File: config.mk
export PLATFORM = sky130hd
export DESIGN_NAME = period_averaging_tachometer_flat
export DESIGN_NICKNAME = d
export VERILOG_FILES = /design/src/pat_pkg.sv /design/src/pat_capture_if.sv /design/src/pat_result_if.sv /design/src/pat_ram.sv /design/src/pat_div.sv /design/src/period_averaging_tachometer.sv /design/src/flat_wrapper.sv
export SDC_FILE = /design/constraint.sdc
export NUM_CORES = 1
export LEC_CHECK = 0
export BUFFER_PORTS_ARGS = -buffer_cell sky130_fd_sc_hd__buf_2
export CAP_MARGIN = 20
export CORE_MARGIN = 5
export CORE_UTILIZATION = 54
export DETAILED_ROUTE_END_ITERATION = 7
export PLACE_DENSITY = 0.7
export SLEW_MARGIN = 20
export SYNTH_ARGS = -nofsm -noshare
export SYNTH_HDL_FRONTEND = slang
export SYNTH_SLANG_ARGS = --single-unit
export TNS_END_PERCENT = 20
File: constraint.sdc
create_clock -name clk -period 5.74 [get_ports clk]
set_input_delay 0.861 -clock clk [delete_from_list [all_inputs] [get_ports clk]]
set_output_delay 0.861 -clock clk [all_outputs]
set_load 0.02 [all_outputs]
File: src/pat_pkg.sv
package pat_pkg;

  // ring geometry
  localparam int RING_DEPTH = 16;
  localparam int IDX_W      = $clog2(RING_DEPTH);

  // payload widths
  localparam int STAMP_W = 16;
  localparam int SPEED_W = 16;
  localparam int DIVR_W  = 8;
  localparam int CNT_W   = 2;

  // running sum of the ring and the divider word (sum scaled by 8)
  localparam int SUM_W = STAMP_W + $clog2(RING_DEPTH);
  localparam int DIV_W = SUM_W + 3;

  // constants of the speed formula and the period filter
  localparam int SPEED_NUM    = 950000;
  localparam int MIN_PERIOD   = 300;
  localparam int STALL_RELOAD = 2;
  localparam logic [STAMP_W-1:0] BAD_PERIOD = {STAMP_W{1'b1}};
  localparam logic [SPEED_W-1:0] SPEED_MAX  = {SPEED_W{1'b1}};

  // input op codes
  localparam logic OP_CAPTURE  = 1'b0;
  localparam logic OP_OVERFLOW = 1'b1;

  // divider request and response
  typedef struct packed {
    logic             start;
    logic [DIV_W-1:0] dividend;
    logic [DIV_W-1:0] divisor;
  } div_req_t;

  typedef struct packed {
    logic             busy;
    logic             done;
    logic [DIV_W-1:0] quotient;
  } div_rsp_t;

endpackage

File: src/pat_capture_if.sv
interface pat_capture_if;
  logic                        valid;
  logic                        ready;
  logic                        op;
  logic [pat_pkg::STAMP_W-1:0] capture_time;

  modport source (output valid, output op, output capture_time, input ready);
  modport sink (input valid, input op, input capture_time, output ready);
endinterface

File: src/pat_result_if.sv
interface pat_result_if;
  logic                        valid;
  logic                        ready;
  logic [pat_pkg::SPEED_W-1:0] speed;
  logic                        stalled;

  modport source (output valid, output speed, output stalled, input ready);
  modport sink (input valid, input speed, input stalled, output ready);
endinterface

File: src/pat_ram.sv
module pat_ram #(
  parameter int WIDTH = 16,
  parameter int DEPTH = 16
) (
  input  logic                     clk,
  input  logic                     we,
  input  logic [$clog2(DEPTH)-1:0] waddr,
  input  logic [WIDTH-1:0]         wdata,
  input  logic                     re,
  input  logic [$clog2(DEPTH)-1:0] raddr,
  output logic [WIDTH-1:0]         rdata
);

  logic [WIDTH-1:0] mem [DEPTH];

  // one write port, one registered read port
  always_ff @(posedge clk) begin
    if (we) begin
      mem[waddr] <= wdata;
    end
    if (re) begin
      rdata <= mem[raddr];
    end
  end

endmodule

File: src/pat_div.sv
module pat_div (
  input  logic              clk,
  input  logic              rst,
  input  pat_pkg::div_req_t req,
  output pat_pkg::div_rsp_t rsp
);

  localparam int W     = pat_pkg::DIV_W;
  localparam int CNT_W = $clog2(W + 1);

  logic             busy;
  logic             done;
  logic [CNT_W-1:0] count;
  logic [W-1:0]     rem;
  logic [W-1:0]     num;
  logic [W-1:0]     dvsr;

  logic [W:0] trial;
  logic [W:0] diff;
  logic       qbit;

  // restoring step: one quotient bit per cycle
  always_comb begin
    trial = {rem, num[W-1]};
    diff  = trial - {1'b0, dvsr};
    qbit  = ~diff[W];
  end

  always_ff @(posedge clk) begin
    if (rst) begin
      busy  <= 1'b0;
      done  <= 1'b0;
      count <= '0;
    end else begin
      done <= 1'b0;
      if (busy) begin
        count <= count - CNT_W'(1);
        if (count == CNT_W'(1)) begin
          busy <= 1'b0;
          done <= 1'b1;
        end
      end else if (req.start) begin
        busy  <= 1'b1;
        count <= CNT_W'(W);
      end
    end
  end

  // datapath, no reset needed
  always_ff @(posedge clk) begin
    if (busy) begin
      rem <= qbit ? diff[W-1:0] : trial[W-1:0];
      num <= {num[W-2:0], qbit};
    end else if (req.start) begin
      rem  <= '0;
      num  <= req.dividend;
      dvsr <= req.divisor;
    end
  end

  assign rsp.busy     = busy;
  assign rsp.done     = done;
  assign rsp.quotient = num;

endmodule

File: src/period_averaging_tachometer.sv
// Period-averaging tachometer: one item (capture or overflow tick) at a time.
// An item's result is set by up to two passes of the shared one-bit-per-cycle
// divider; a stalled item skips the divider and goes straight to the result.
// The next item is taken while the result waits in the output register.
// Reset (rst, synchronous): ring reads as zero via valid bits, index at top.
module period_averaging_tachometer (
  input  logic                       clk,
  input  logic                       rst,
  input  logic                       cfg_wr_en,
  input  logic [pat_pkg::DIVR_W-1:0] cfg_wr_data,
  pat_capture_if.sink                capture,
  pat_result_if.source               result
);

  localparam int IDX_W = pat_pkg::IDX_W;
  localparam int SUM_W = pat_pkg::SUM_W;
  localparam int DIV_W = pat_pkg::DIV_W;
  localparam int SW    = pat_pkg::STAMP_W;
  localparam int CW    = pat_pkg::CNT_W;

  typedef enum logic [5:0] {
    S_IDLE = 6'b000001,
    S_UPD  = 6'b000010,
    S_CALC = 6'b000100,
    S_DIV1 = 6'b001000,
    S_DIV2 = 6'b010000,
    S_DONE = 6'b100000
  } state_t;

  state_t state;

  logic [pat_pkg::DIVR_W-1:0] speed_divisor;
  logic [IDX_W-1:0]           ring_index;
  logic [SW-1:0]              last_stamp;
  logic [CW-1:0]              stall_countdown;
  logic [SUM_W-1:0]           sum;
  logic [pat_pkg::RING_DEPTH-1:0] entry_valid;
  logic [SW-1:0]              period;
  logic [pat_pkg::SPEED_W-1:0] res_speed;
  logic                       res_stalled;

  logic                        out_valid;
  logic [pat_pkg::SPEED_W-1:0] out_speed;
  logic                        out_stalled;

  logic             accept;
  logic [SW-1:0]    diff;
  logic             bad;
  logic [SW-1:0]    period_new;
  logic [SW-1:0]    ram_rdata;
  logic [SW-1:0]    old_entry;
  logic             out_free;

  pat_pkg::div_req_t div_req;
  pat_pkg::div_rsp_t div_rsp;

  assign capture.ready = (state == S_IDLE);
  assign accept        = capture.valid & capture.ready;
  assign out_free      = ~out_valid | result.ready;

  // period filter for a capture
  always_comb begin
    diff = capture.capture_time - last_stamp;
    bad  = (stall_countdown == '0) ||
           ((stall_countdown == CW'(1)) && (capture.capture_time >= last_stamp));
    if (bad || (diff < SW'(pat_pkg::MIN_PERIOD))) begin
      period_new = pat_pkg::BAD_PERIOD;
    end else begin
      period_new = diff;
    end
  end

  // ring storage; old entry is read at accept, replaced in S_UPD
  pat_ram #(
    .WIDTH(SW),
    .DEPTH(pat_pkg::RING_DEPTH)
  ) u_ring (
    .clk  (clk),
    .we   (state == S_UPD),
    .waddr(ring_index),
    .wdata(period),
    .re   (accept),
    .raddr(ring_index),
    .rdata(ram_rdata)
  );

  assign old_entry = entry_valid[ring_index] ? ram_rdata : '0;

  pat_div u_div (
    .clk(clk),
    .rst(rst),
    .req(div_req),
    .rsp(div_rsp)
  );

  // divider requests
  always_comb begin
    div_req = '0;
    if (state == S_CALC && stall_countdown != '0) begin
      div_req.start    = 1'b1;
      div_req.dividend = {sum, 3'b000};
      div_req.divisor  = (speed_divisor == '0) ? DIV_W'(1) : DIV_W'(speed_divisor);
    end else if (state == S_DIV1 && div_rsp.done && div_rsp.quotient != '0) begin
      div_req.start    = 1'b1;
      div_req.dividend = DIV_W'(pat_pkg::SPEED_NUM);
      div_req.divisor  = div_rsp.quotient;
    end
  end

  // configuration register
  always_ff @(posedge clk) begin
    if (rst) begin
      speed_divisor <= pat_pkg::DIVR_W'(1);
    end else if (cfg_wr_en) begin
      speed_divisor <= cfg_wr_data;
    end
  end

  // output register: loaded from S_DONE, cleared when the item is taken
  always_ff @(posedge clk) begin
    if (rst) begin
      out_valid <= 1'b0;
    end else if (state == S_DONE && out_free) begin
      out_valid   <= 1'b1;
      out_speed   <= res_speed;
      out_stalled <= res_stalled;
    end else if (result.ready) begin
      out_valid <= 1'b0;
    end
  end

  // sequencer and block state
  always_ff @(posedge clk) begin
    if (rst) begin
      state           <= S_IDLE;
      ring_index      <= IDX_W'(pat_pkg::RING_DEPTH - 1);
      last_stamp      <= '0;
      stall_countdown <= '0;
      sum             <= '0;
      entry_valid     <= '0;
    end else begin
      unique case (state)
        S_IDLE: begin
          if (accept) begin
            if (capture.op == pat_pkg::OP_CAPTURE) begin
              period          <= period_new;
              stall_countdown <= CW'(pat_pkg::STALL_RELOAD);
              if (!bad) begin
                last_stamp <= capture.capture_time;
              end
              state <= S_UPD;
            end else begin
              if (stall_countdown != '0) begin
                stall_countdown <= stall_countdown - CW'(1);
              end
              state <= S_CALC;
            end
          end
        end
        S_UPD: begin
          sum                     <= sum - SUM_W'(old_entry) + SUM_W'(period);
          entry_valid[ring_index] <= 1'b1;
          if (ring_index == '0) begin
            ring_index <= IDX_W'(pat_pkg::RING_DEPTH - 1);
          end else begin
            ring_index <= ring_index - IDX_W'(1);
          end
          state <= S_CALC;
        end
        S_CALC: begin
          if (stall_countdown == '0) begin
            res_speed   <= '0;
            res_stalled <= 1'b1;
            state       <= S_DONE;
          end else begin
            res_stalled <= 1'b0;
            state       <= S_DIV1;
          end
        end
        S_DIV1: begin
          if (div_rsp.done) begin
            if (div_rsp.quotient == '0) begin
              res_speed <= pat_pkg::SPEED_MAX;
              state     <= S_DONE;
            end else begin
              state <= S_DIV2;
            end
          end
        end
        S_DIV2: begin
          if (div_rsp.done) begin
            if (div_rsp.quotient[DIV_W-1:pat_pkg::SPEED_W] != '0) begin
              res_speed <= pat_pkg::SPEED_MAX;
            end else begin
              res_speed <= div_rsp.quotient[pat_pkg::SPEED_W-1:0];
            end
            state <= S_DONE;
          end
        end
        S_DONE: begin
          if (out_free) begin
            state <= S_IDLE;
          end
        end
        default: begin
          state <= S_IDLE;
        end
      endcase
    end
  end

  assign result.valid   = out_valid;
  assign result.speed   = out_speed;
  assign result.stalled = out_stalled;

endmodule
File: src/flat_wrapper.sv
// flat-port wrapper written by rule: the top's interface ports become plain ports
module period_averaging_tachometer_flat 
  (clk, rst, cfg_wr_en, cfg_wr_data, capture_valid, capture_op, capture_capture_time, capture_ready, result_valid, result_speed, result_stalled, result_ready);
  pat_capture_if capture_i ();
  pat_result_if result_i ();
  input  logic clk;
  input  logic rst;
  input  logic cfg_wr_en;
  input  logic [pat_pkg::DIVR_W-1:0] cfg_wr_data;
  input wire logic [$bits(capture_i.valid)-1:0] capture_valid;
  input wire logic [$bits(capture_i.op)-1:0] capture_op;
  input wire logic [$bits(capture_i.capture_time)-1:0] capture_capture_time;
  output wire logic [$bits(capture_i.ready)-1:0] capture_ready;
  output wire logic [$bits(result_i.valid)-1:0] result_valid;
  output wire logic [$bits(result_i.speed)-1:0] result_speed;
  output wire logic [$bits(result_i.stalled)-1:0] result_stalled;
  input wire logic [$bits(result_i.ready)-1:0] result_ready;
  assign capture_i.valid = capture_valid;
  assign capture_i.op = capture_op;
  assign capture_i.capture_time = capture_capture_time;
  assign capture_ready = capture_i.ready;
  assign result_valid = result_i.valid;
  assign result_speed = result_i.speed;
  assign result_stalled = result_i.stalled;
  assign result_i.ready = result_ready;
  period_averaging_tachometer u_core (.clk(clk), .rst(rst), .cfg_wr_en(cfg_wr_en), .cfg_wr_data(cfg_wr_data), .capture(capture_i), .result(result_i));
endmodule
; Yosys cells after proc, flatten, opt, wreduce, memory -nomap -nowiden
; Memory sizes are Yosys's and may differ from the RTL's. A register that Yosys moved wholly into a read port is not among the register bits.
; Index checks and enable logic that the tools add are counted.
[totals]
output_inout_bits = 19
elab_cells = 123
memories = 1
reg_bits = 199
in_bits = 30
mem_bits_rw = 256
[op_classes]
bitwise = 9
n_eq_ne = 15
addsub = 7
mux = 41
reduce_logical = 27
magnitude_cmp = 4
[mem_list]
columns = memory, words, word_bits, rd, rd_ports_with_merged_regs, write_ports, line
row1 = u_core.u_ring.mem, 16, 16, 1, 1, 1, pat_ram.sv:14  ; logic [WIDTH-1:0] mem [DEPTH];
[op_table]
columns = operator, count
row1 = $mux 23, 5
row2 = $mux 16, 6
row3 = $mux 47, 2
row4 = $pmux 16 s3, 1
row5 = $mux 6, 6
row6 = $pmux 6 s6, 1
row7 = $sub 24x23->24, 1
row8 = $logic_not 23->1, 1
row9 = $reduce_bool 23->1, 1
row10 = $add 20x16->20, 1
row11 = $sub 20x16->20, 1
row12 = $ge 16x16->1, 1
row13 = $lt 16x9->1 const B, 1
row14 = $or 16x16->16, 1
row15 = $sub 16x16->16, 1
row16 = $reduce_and 4->1, 3
row17 = $mux 1, 11
row18 = $mux 5, 2
row19 = $logic_not 8->1, 1
row20 = $mux 8, 1
row21 = $ne 2x2->1 const B, 4
row22 = $reduce_bool 7->1, 1
row23 = $eq 6x1->1 const B, 1
row24 = $eq 6x2->1 const B, 1
row25 = other kinds (30), 48

; Depth between registers and ports, before layout
; Gate-level depths: netlist of the first run.
[logic_depth]
depth_word = 7
depth_mapped = 16

; By module
; Synthesis of the first run repeated with hierarchy kept, for this count alone.
[unflattened]
hier_cells = 1728
hier_area_um2 = 22362.7
[modules_own_cells]
columns = mod, seq_area_each_um2, area_each_um2, cells_per_inst, instances
row1 = pat_ram, 8167.8, 10202.3, 432, 1
row2 = period_averaging_tachometer, 2962.8, 7664.9, 887, 1
row3 = pat_div, 2212.1, 4495.6, 409, 1

; Least setup slack after synthesis of the first run
; Ideal clock, no wire load.
[synth_timing]
path_kind = register -> register
from = register u_core.ring_index[0]
to = register u_core.sum[18]
period_less_slack_ns = 4.512
path_stages_with_launch = 16
setup_time_ns = 0.132
n_path_buf = 1
required_time_ns = 5.608
arrival_ns = 4.380
slack_ns = 1.228
path_cell_list = dfxtp_1 > clkbuf_1 > mux4_2 > mux4_2 > and2_1 > fa_1 > inv_1 > fa_1 > a21o_1 > a21oi_1 > o21ai_1 > a41oi_1 > o211ai_1 > nand2_1 > nor3_1 > or3b_2
[synth_via]
elab_chain_len = 5
[synth_rtl]
columns = item, line
row1 = "start, declared", period_averaging_tachometer.sv:33  ; logic [IDX_W-1:0] ring_index;
row2 = "start signal, assigned", period_averaging_tachometer.sv:136  ; ring_index <= IDX_W'(pat_pkg::RING_DEPTH - 1);
row3 = "start signal, assigned", period_averaging_tachometer.sv:164  ; ring_index <= IDX_W'(pat_pkg::RING_DEPTH - 1);
row4 = "start signal, assigned", period_averaging_tachometer.sv:166  ; ring_index <= ring_index - IDX_W'(1);
row5 = $bmux 1 s4, period_averaging_tachometer.sv:87  ; assign old_entry = entry_valid[ring_index] ? ram_rdata : '0;
row6 = $mux 1 (implied by the code), period_averaging_tachometer.sv:87
row7 = $mux 16, period_averaging_tachometer.sv:87
row8 = $sub 20x16->20, period_averaging_tachometer.sv:161  ; sum <= sum - SUM_W'(old_entry) + SUM_W'(period);
row9 = $add 20x16->20, period_averaging_tachometer.sv:161
row10 = "end signal, assigned", period_averaging_tachometer.sv:161
row11 = "end, declared", period_averaging_tachometer.sv:36  ; logic [SUM_W-1:0] sum;
; No other way between the ends. The select of a mux whose other input is x is not followed.
; A chain may end at the register's enable or synchronous reset.

; Worst setup path after layout of the first run
[layout_timing]
from = register u_core.ring_index[1]
to = register u_core.sum[18]
; Same word-level chain as after synthesis.

==> run metrics, run 1 <==
CTS root buf=clkbuf_16; Final Hold Fails=0; Post-Syn Area per Cell=13.7 um^2; clock buffer depth=3; Detail Route Antenna Nets=0; Worst Tran Pin Value=1.03 ns; Crit path max-delay family=compound AO/OA/AOI/OAI gates; Final Critical Period=4.93 ns; power per cell area=317 nW/um^2; total CTS buffers=48; register-to-register setup slack=0.81 ns; register area share after synthesis=0.608; min-delay worst type=flop to flop; Final Cycle Share=0.858; vias in the first global route=13061; DR vias/cell=5.93; LEAKAGE=8.89 nW; WP data required=6.18 ns; fin cells=2225; Area Overhead vs Synth=11.6%; core area=40000 um^2; DR iter-0 viols=952; post-synthesis cell area=21900 um^2; I/O Buffers=48; top cell type's share of synthesized area=0.535; post-route DRC violation count=0; status=completed; Post-synth EDFFs=391; DR WL/cell=21.1 um; total congestion overflow=0; CP Capture Point=u_core.sum[18]; Synth area leader=edfxtp_1; all-layer global routing usage=0.212; Slew Viols, Final=0; Crit Path Max Fanout=21; max cap viols=0; dpl hpwl=31000 um; CP max stage delay=0.69 ns; reg-to-reg endpoint=u_core.sum[18]; Most used DFF post-synth=edfxtp_1; post-route cell area=24500 um^2; antenna violations before repair=0; dpl cells=2135; Fill cells=3050; first-pass detailed-route iteration total=5; CTS H-tree depth=2; die area=44700 um^2; share of cells above drive strength 1=0.164; most common cell after layout, fill and taps aside=edfxtp_1; Fmax=203 MHz; Multi-input gate area=7890 um^2; via count=13196; post_cts resized=0; Stages on worst setup path=14; TritonCTS clock tree=done; Synth Register Bits=471; routability cong.=0.872; final setup fails=0; library cells used by synthesis=77; slowest CP cell=dfxtp_2; Worst-Skew Late Latency=0.58 ns; RSZ-0062 raised after global routing=no; Cell Area, Placed=22800 um^2; setup bufs post-CTS=0; CP Cell Sequence=mux4_2 -> mux4_2 -> and2_1 -> fa_1 -> inv_1 -> fa_1 -> a21o_1 -> a21oi_1 -> o21ai_1 -> a41oi_1 -> o211ai_1 -> nand2_1 -> nor3_1 -> or3b_2; top post-synthesis cells by area=edfxtp_1 54%, mux4_2 8.7%, dfxtp_1 7.3%; FFs w/ async S/R, synth=0; TritonCTS Sinks=471; commonest non-fill, non-tap cells in the layout=391 x edfxtp_1, 126 x inv_1, 94 x nand2_1; final wirelength=47000 um; WP buf/inv=1; Post-Syn Instances=1596; Mapped Nets=1712; first-pass GRT wire length=74400 um; TNS Setup=0 ns; depth of the worst register-to-register path=14; largest net degree at the start of global routing=66; slew margin rel.=0.314; crit path from=u_core.ring_index[1]; die width=212 um; FF+latch area=13300 um^2; CP Launch Type=flop; Hold Worst Slack=0.414 ns; hold buffers post-CTS=0; Worst EP arrival=5.37 ns; worst setup path category=flop to flop; # diodes=0; row count=73; YS warnings=0; maximum vdd drop=275 uV; Nets=1776; R2R Path Start=u_core.ring_index[1]; clock slew at reported path FFs=0.06 ns; nature of the critical path endpoint=flop; chip height=212 um; Initial Util=0.548; Ports=49; Clock Skews=0.0188 ns
through the flow:
stage	util	total power [mW]	setup WS (ns)
2_1_floorplan	-	4.46	1.23
6_report	0.612	7.77	0.813
3_3_place_gp	0.571	4.64	0.969
5_1_grt	0.612	8.06	0.596
3_5_place_dp	0.571	4.65	0.871
4_1_cts	0.611	7.82	0.839
where the power goes:
group          internal (mW)  leakage [nW]  switching [mW]
logic                  0.314          4.00           0.434
clock network           1.86         0.792            1.33
registers               3.77          4.11          0.0687
registers in the layout (all words and copies together) (netlist names), 2 cells and up:
register,count
u_core.entry_valid,16
u_core.last_stamp,16
u_core.period,16
u_core.res_speed,16
u_core.result.speed,16
u_core.ring_index,4
u_core.speed_divisor,8
u_core.stall_countdown,2
u_core.state,6
u_core.sum,20
u_core.u_div.count,5
u_core.u_div.dvsr,23
u_core.u_div.num,23
u_core.u_div.rem,23
u_core.u_ring.mem,256
u_core.u_ring.rdata,16
Yosys cell counts (14+ instances only):
cell type	n
a21oi_1	82
nor2_1	94
clkbuf_1	41
o21ai_0	45
o21a_1	45
edfxtp_1	391
ha_1	68
a21o_1	24
xor2_1	17
o211ai_1	19
nor3_1	34
dfxtp_1	80
and3_1	16
mux2i_1	44
nand2_1	94
inv_1	127
xnor2_1	21
a211oi_1	14
fa_1	18
nand2b_1	14
and2_1	37
nand3_1	16
mux4_2	85
layout make-up:
cell class | instances | share of cell area
sequential | 471 | 0.546
clock inverter | 32 | 0.0135
multi-input combinational | 933 | 0.322
timing repair buffer | 77 | 0.0187
clock buffer | 58 | 0.0531
tap | 525 | 0.0268
inverter | 129 | 0.0198
worst min-delay path by stage:
stage / cells after the start / endpoint / slack [ns] / from
floorplan: 0 / u_core.result.speed[0] / 0.40 / u_core.res_speed[0]
global placement: 0 / u_core.result.speed[7] / 0.40 / u_core.res_speed[7]
detailed placement: 0 / u_core.result.speed[0] / 0.41 / u_core.res_speed[0]
CTS: 0 / u_core.result.speed[9] / 0.41 / u_core.res_speed[9]
global route: 0 / u_core.result.speed[13] / 0.42 / u_core.res_speed[13]
finish: 0 / u_core.result.speed[9] / 0.41 / u_core.res_speed[9]
worst register-to-register path: cells and delay by family (launching register included):
| kind | cells | cell delay, ns |
|---|---|---|
| AO/OA/AOI/OAI | 5 | 1.18 |
| multiplexers | 2 | 1.04 |
| adder cells (fa/ha/maj) | 2 | 0.95 |
| AND/OR/NAND/NOR | 4 | 0.87 |
| flip-flops | 1 | 0.69 |
| buffers and inverters | 1 | 0.07 |
routing by layer:
metal / part of all wire / up-vias / routed length (um) / track usage
met4: 0.021 / 0 / 996 / 0.0489
met5: 0 / - / 0 / 0
met2: 0.49 / 376 / 22900 / 0.353
met1: 0.43 / 6625 / 20300 / 0.303
met3: 0.058 / 65 / 2740 / 0.0273
li1: - / 6130 / - / -
logic make-up (layout without fill, tap and decap cells):
group                      after synthesis  count (layout)  synth area share
buffers and inverters                  192             296            0.0346
muxes                                  129             129             0.107
DFF                                    471             471             0.608
and+or+nand+nor                        379             379            0.0883
xor gates and xnor gates                39              39            0.0159
adders and majority gates               86              86            0.0552
AOI/OAI and AO/OA                      300             300            0.0902
Note: power is estimated with default switching activity, not from simulation.
==> run 2: changes to the inputs <==
- HOLD_SLACK_MARGIN: unset -> 0.02
- PLACE_DENSITY: 0.7 -> unset
- PLACE_DENSITY_LB_ADDON: unset -> 0.05
==> run 2 against run 1 <==
Global-route usage rose by 0.18 points. Flip-flop and latch count did not move. Routed wire length rose by 0.81%. Cell count barely moved. Worst hold slack improved by 0.0022 ns. Combinational power rose by 0.7%. Clock skew rose by 0.011 ns. Clock power rose by 8.5%. Critical path depth did not move. Sequential share of layout area fell by 0.36 points.
==> run metrics, run 2 (synthesized netlist as in run 1, its figures left out) <==
status=completed; worst setup path category=flop to flop; Worst-Skew Late Latency=0.60 ns; die area=44700 um^2; Final Critical Period=4.89 ns; Worst EP arrival=5.34 ns; vias in the first global route=12883; post_cts resized=0; Final Cycle Share=0.853; largest reg by FF count=u_core.u_ring.mem; Fill cells=3007; reg-to-reg endpoint=u_core.sum[18]; CP Cell Sequence=mux4_2 -> mux4_2 -> and2_1 -> fa_1 -> inv_1 -> fa_1 -> a21o_1 -> a21oi_1 -> o21ai_1 -> a41oi_1 -> o211ai_1 -> nand2_1 -> nor3_1 -> or3b_2; sequential share of power=0.477; share of cells above drive strength 1=0.165; setup ws final=0.845 ns; Clock Skews=0.0296 ns; total congestion overflow=0; DR vias/cell=5.81; Net Sw Frac=0.232; Slew Viols, Final=0; CTS root buf=clkbuf_16; Hold Worst Slack=0.416 ns; Fmax=204 MHz; clock buffer depth=3; first-pass detailed-route iteration total=6; WP buf/inv=1; CTS H-tree depth=2; Crit path max-delay family=compound AO/OA/AOI/OAI gates; TritonCTS clock tree=done; CP Launch Type=flop; RSZ-0062 raised after global routing=no; # diodes=0; chip height=212 um; antenna violations before repair=1; post-route DRC violation count=0; TritonCTS Sinks=471; Area Overhead vs Synth=12.3%; power per cell area=327 nW/um^2; die width=212 um; total CTS buffers=49; all-layer global routing usage=0.214; WP data required=6.19 ns; via count=12911; DR WL/cell=21.3 um; min-delay worst type=flop to flop; hold buffers post-CTS=0; crit path from=u_core.ring_index[1]; dpl hpwl=31300 um; depth of the worst register-to-register path=14; CP Capture Point=u_core.sum[18]; max FFs per register=256; TNS Setup=0 ns; net switching power=1.86 mW; commonest non-fill, non-tap cells in the layout=391 x edfxtp_1, 126 x inv_1, 94 x nand2_1; combinational share of power=0.093; Stages on worst setup path=14; Crit Path Max Fanout=19; Worst Tran Pin Value=1.15 ns; pre-CTS setup slack=0.906 ns; clock share of power=0.430; register-to-register setup slack=0.85 ns; dpl cells=2132; Detail Route Antenna Nets=0; first-pass GRT wire length=74000 um; largest net degree at the start of global routing=56; Initial Util=0.548; fin cells=2224; Nets=1775; Tot Pwr=8.04 mW; final setup fails=0; clock slew at reported path FFs=0.06 ns; core area=40000 um^2; cell-internal power=6.18 mW; LEAKAGE=8.96 nW; I/O Buffers=48; Ports=49; setup bufs post-CTS=0; routability cong.=0.834; slowest CP cell=dfxtp_2; max cap viols=0; DR iter-0 viols=985; maximum vdd drop=233 uV; Final Hold Fails=0; nature of the critical path endpoint=flop; slew margin rel.=0.236; most common cell after layout, fill and taps aside=edfxtp_1; row count=73; final wirelength=47400 um; CP max stage delay=0.66 ns; R2R Path Start=u_core.ring_index[1]
run 2: final cells by class:
class                           instances  area [um^2]  area share
Multi-Input combinational cell        933         7890       0.320
Tap cell                              525          657      0.0267
Clock inverter                         30          435      0.0177
Inverter                              129          484      0.0197
Sequential cell                       471        13300       0.542
Timing Repair Buffer                   75          463      0.0188
Clock buffer                           61         1350      0.0549
run 2: worst register-to-register path: stages (launching register included):
cell      delay (ns)
dfxtp_2         0.66
mux4_2          0.40
mux4_2          0.64
and2_1          0.24
fa_1            0.48
inv_1           0.07
fa_1            0.47
a21o_1          0.18
a21oi_1         0.29
o21ai_1         0.13
a41oi_1         0.40
o211ai_1        0.16
nand2_1         0.13
nor3_1          0.06
or3b_2          0.44
run 2: metrics by stage:
stage               utilization  cell area, um^2
floorplan                     -            21900
global placement          0.570            22800
detailed placement        0.570            22800
CTS                       0.615            24600
global route              0.616            24600
finish                    0.616            24600
run 2: metal layers:
metal	part of all wire	vias up	GRT usage	wire length, um
met2	0.47	279	0.339	22500
met1	0.46	6451	0.317	21800
met3	0.046	57	0.0301	2170
met5	0.00015	-	0	7
li1	-	6122	-	-
met4	0.018	2	0.0533	875
run 2: worst min-delay path by stage:
| stage | depth (start not counted) | from | endpoint |
|---|---|---|---|
| final | 0 | u_core.res_speed[7] | u_core.result.speed[7] |
| after global routing | 0 | u_core.res_speed[3] | u_core.result.speed[3] |
| after floorplan | 0 | u_core.res_speed[0] | u_core.result.speed[0] |
| after CTS | 0 | u_core.res_speed[7] | u_core.result.speed[7] |
| after global placement | 0 | u_core.res_speed[9] | u_core.result.speed[9] |
| after detailed placement | 0 | u_core.res_speed[6] | u_core.result.speed[6] |
run 2: power by group through the flow:
stage	sequential, mW	combinational (mW)	clock (mW)
after floorplan	3.87	0.589	0
after global placement	3.91	0.740	0
after detailed placement	3.91	0.747	0
after CTS	3.84	0.753	3.52
after global routing	3.84	0.836	3.68
final	3.84	0.752	3.45
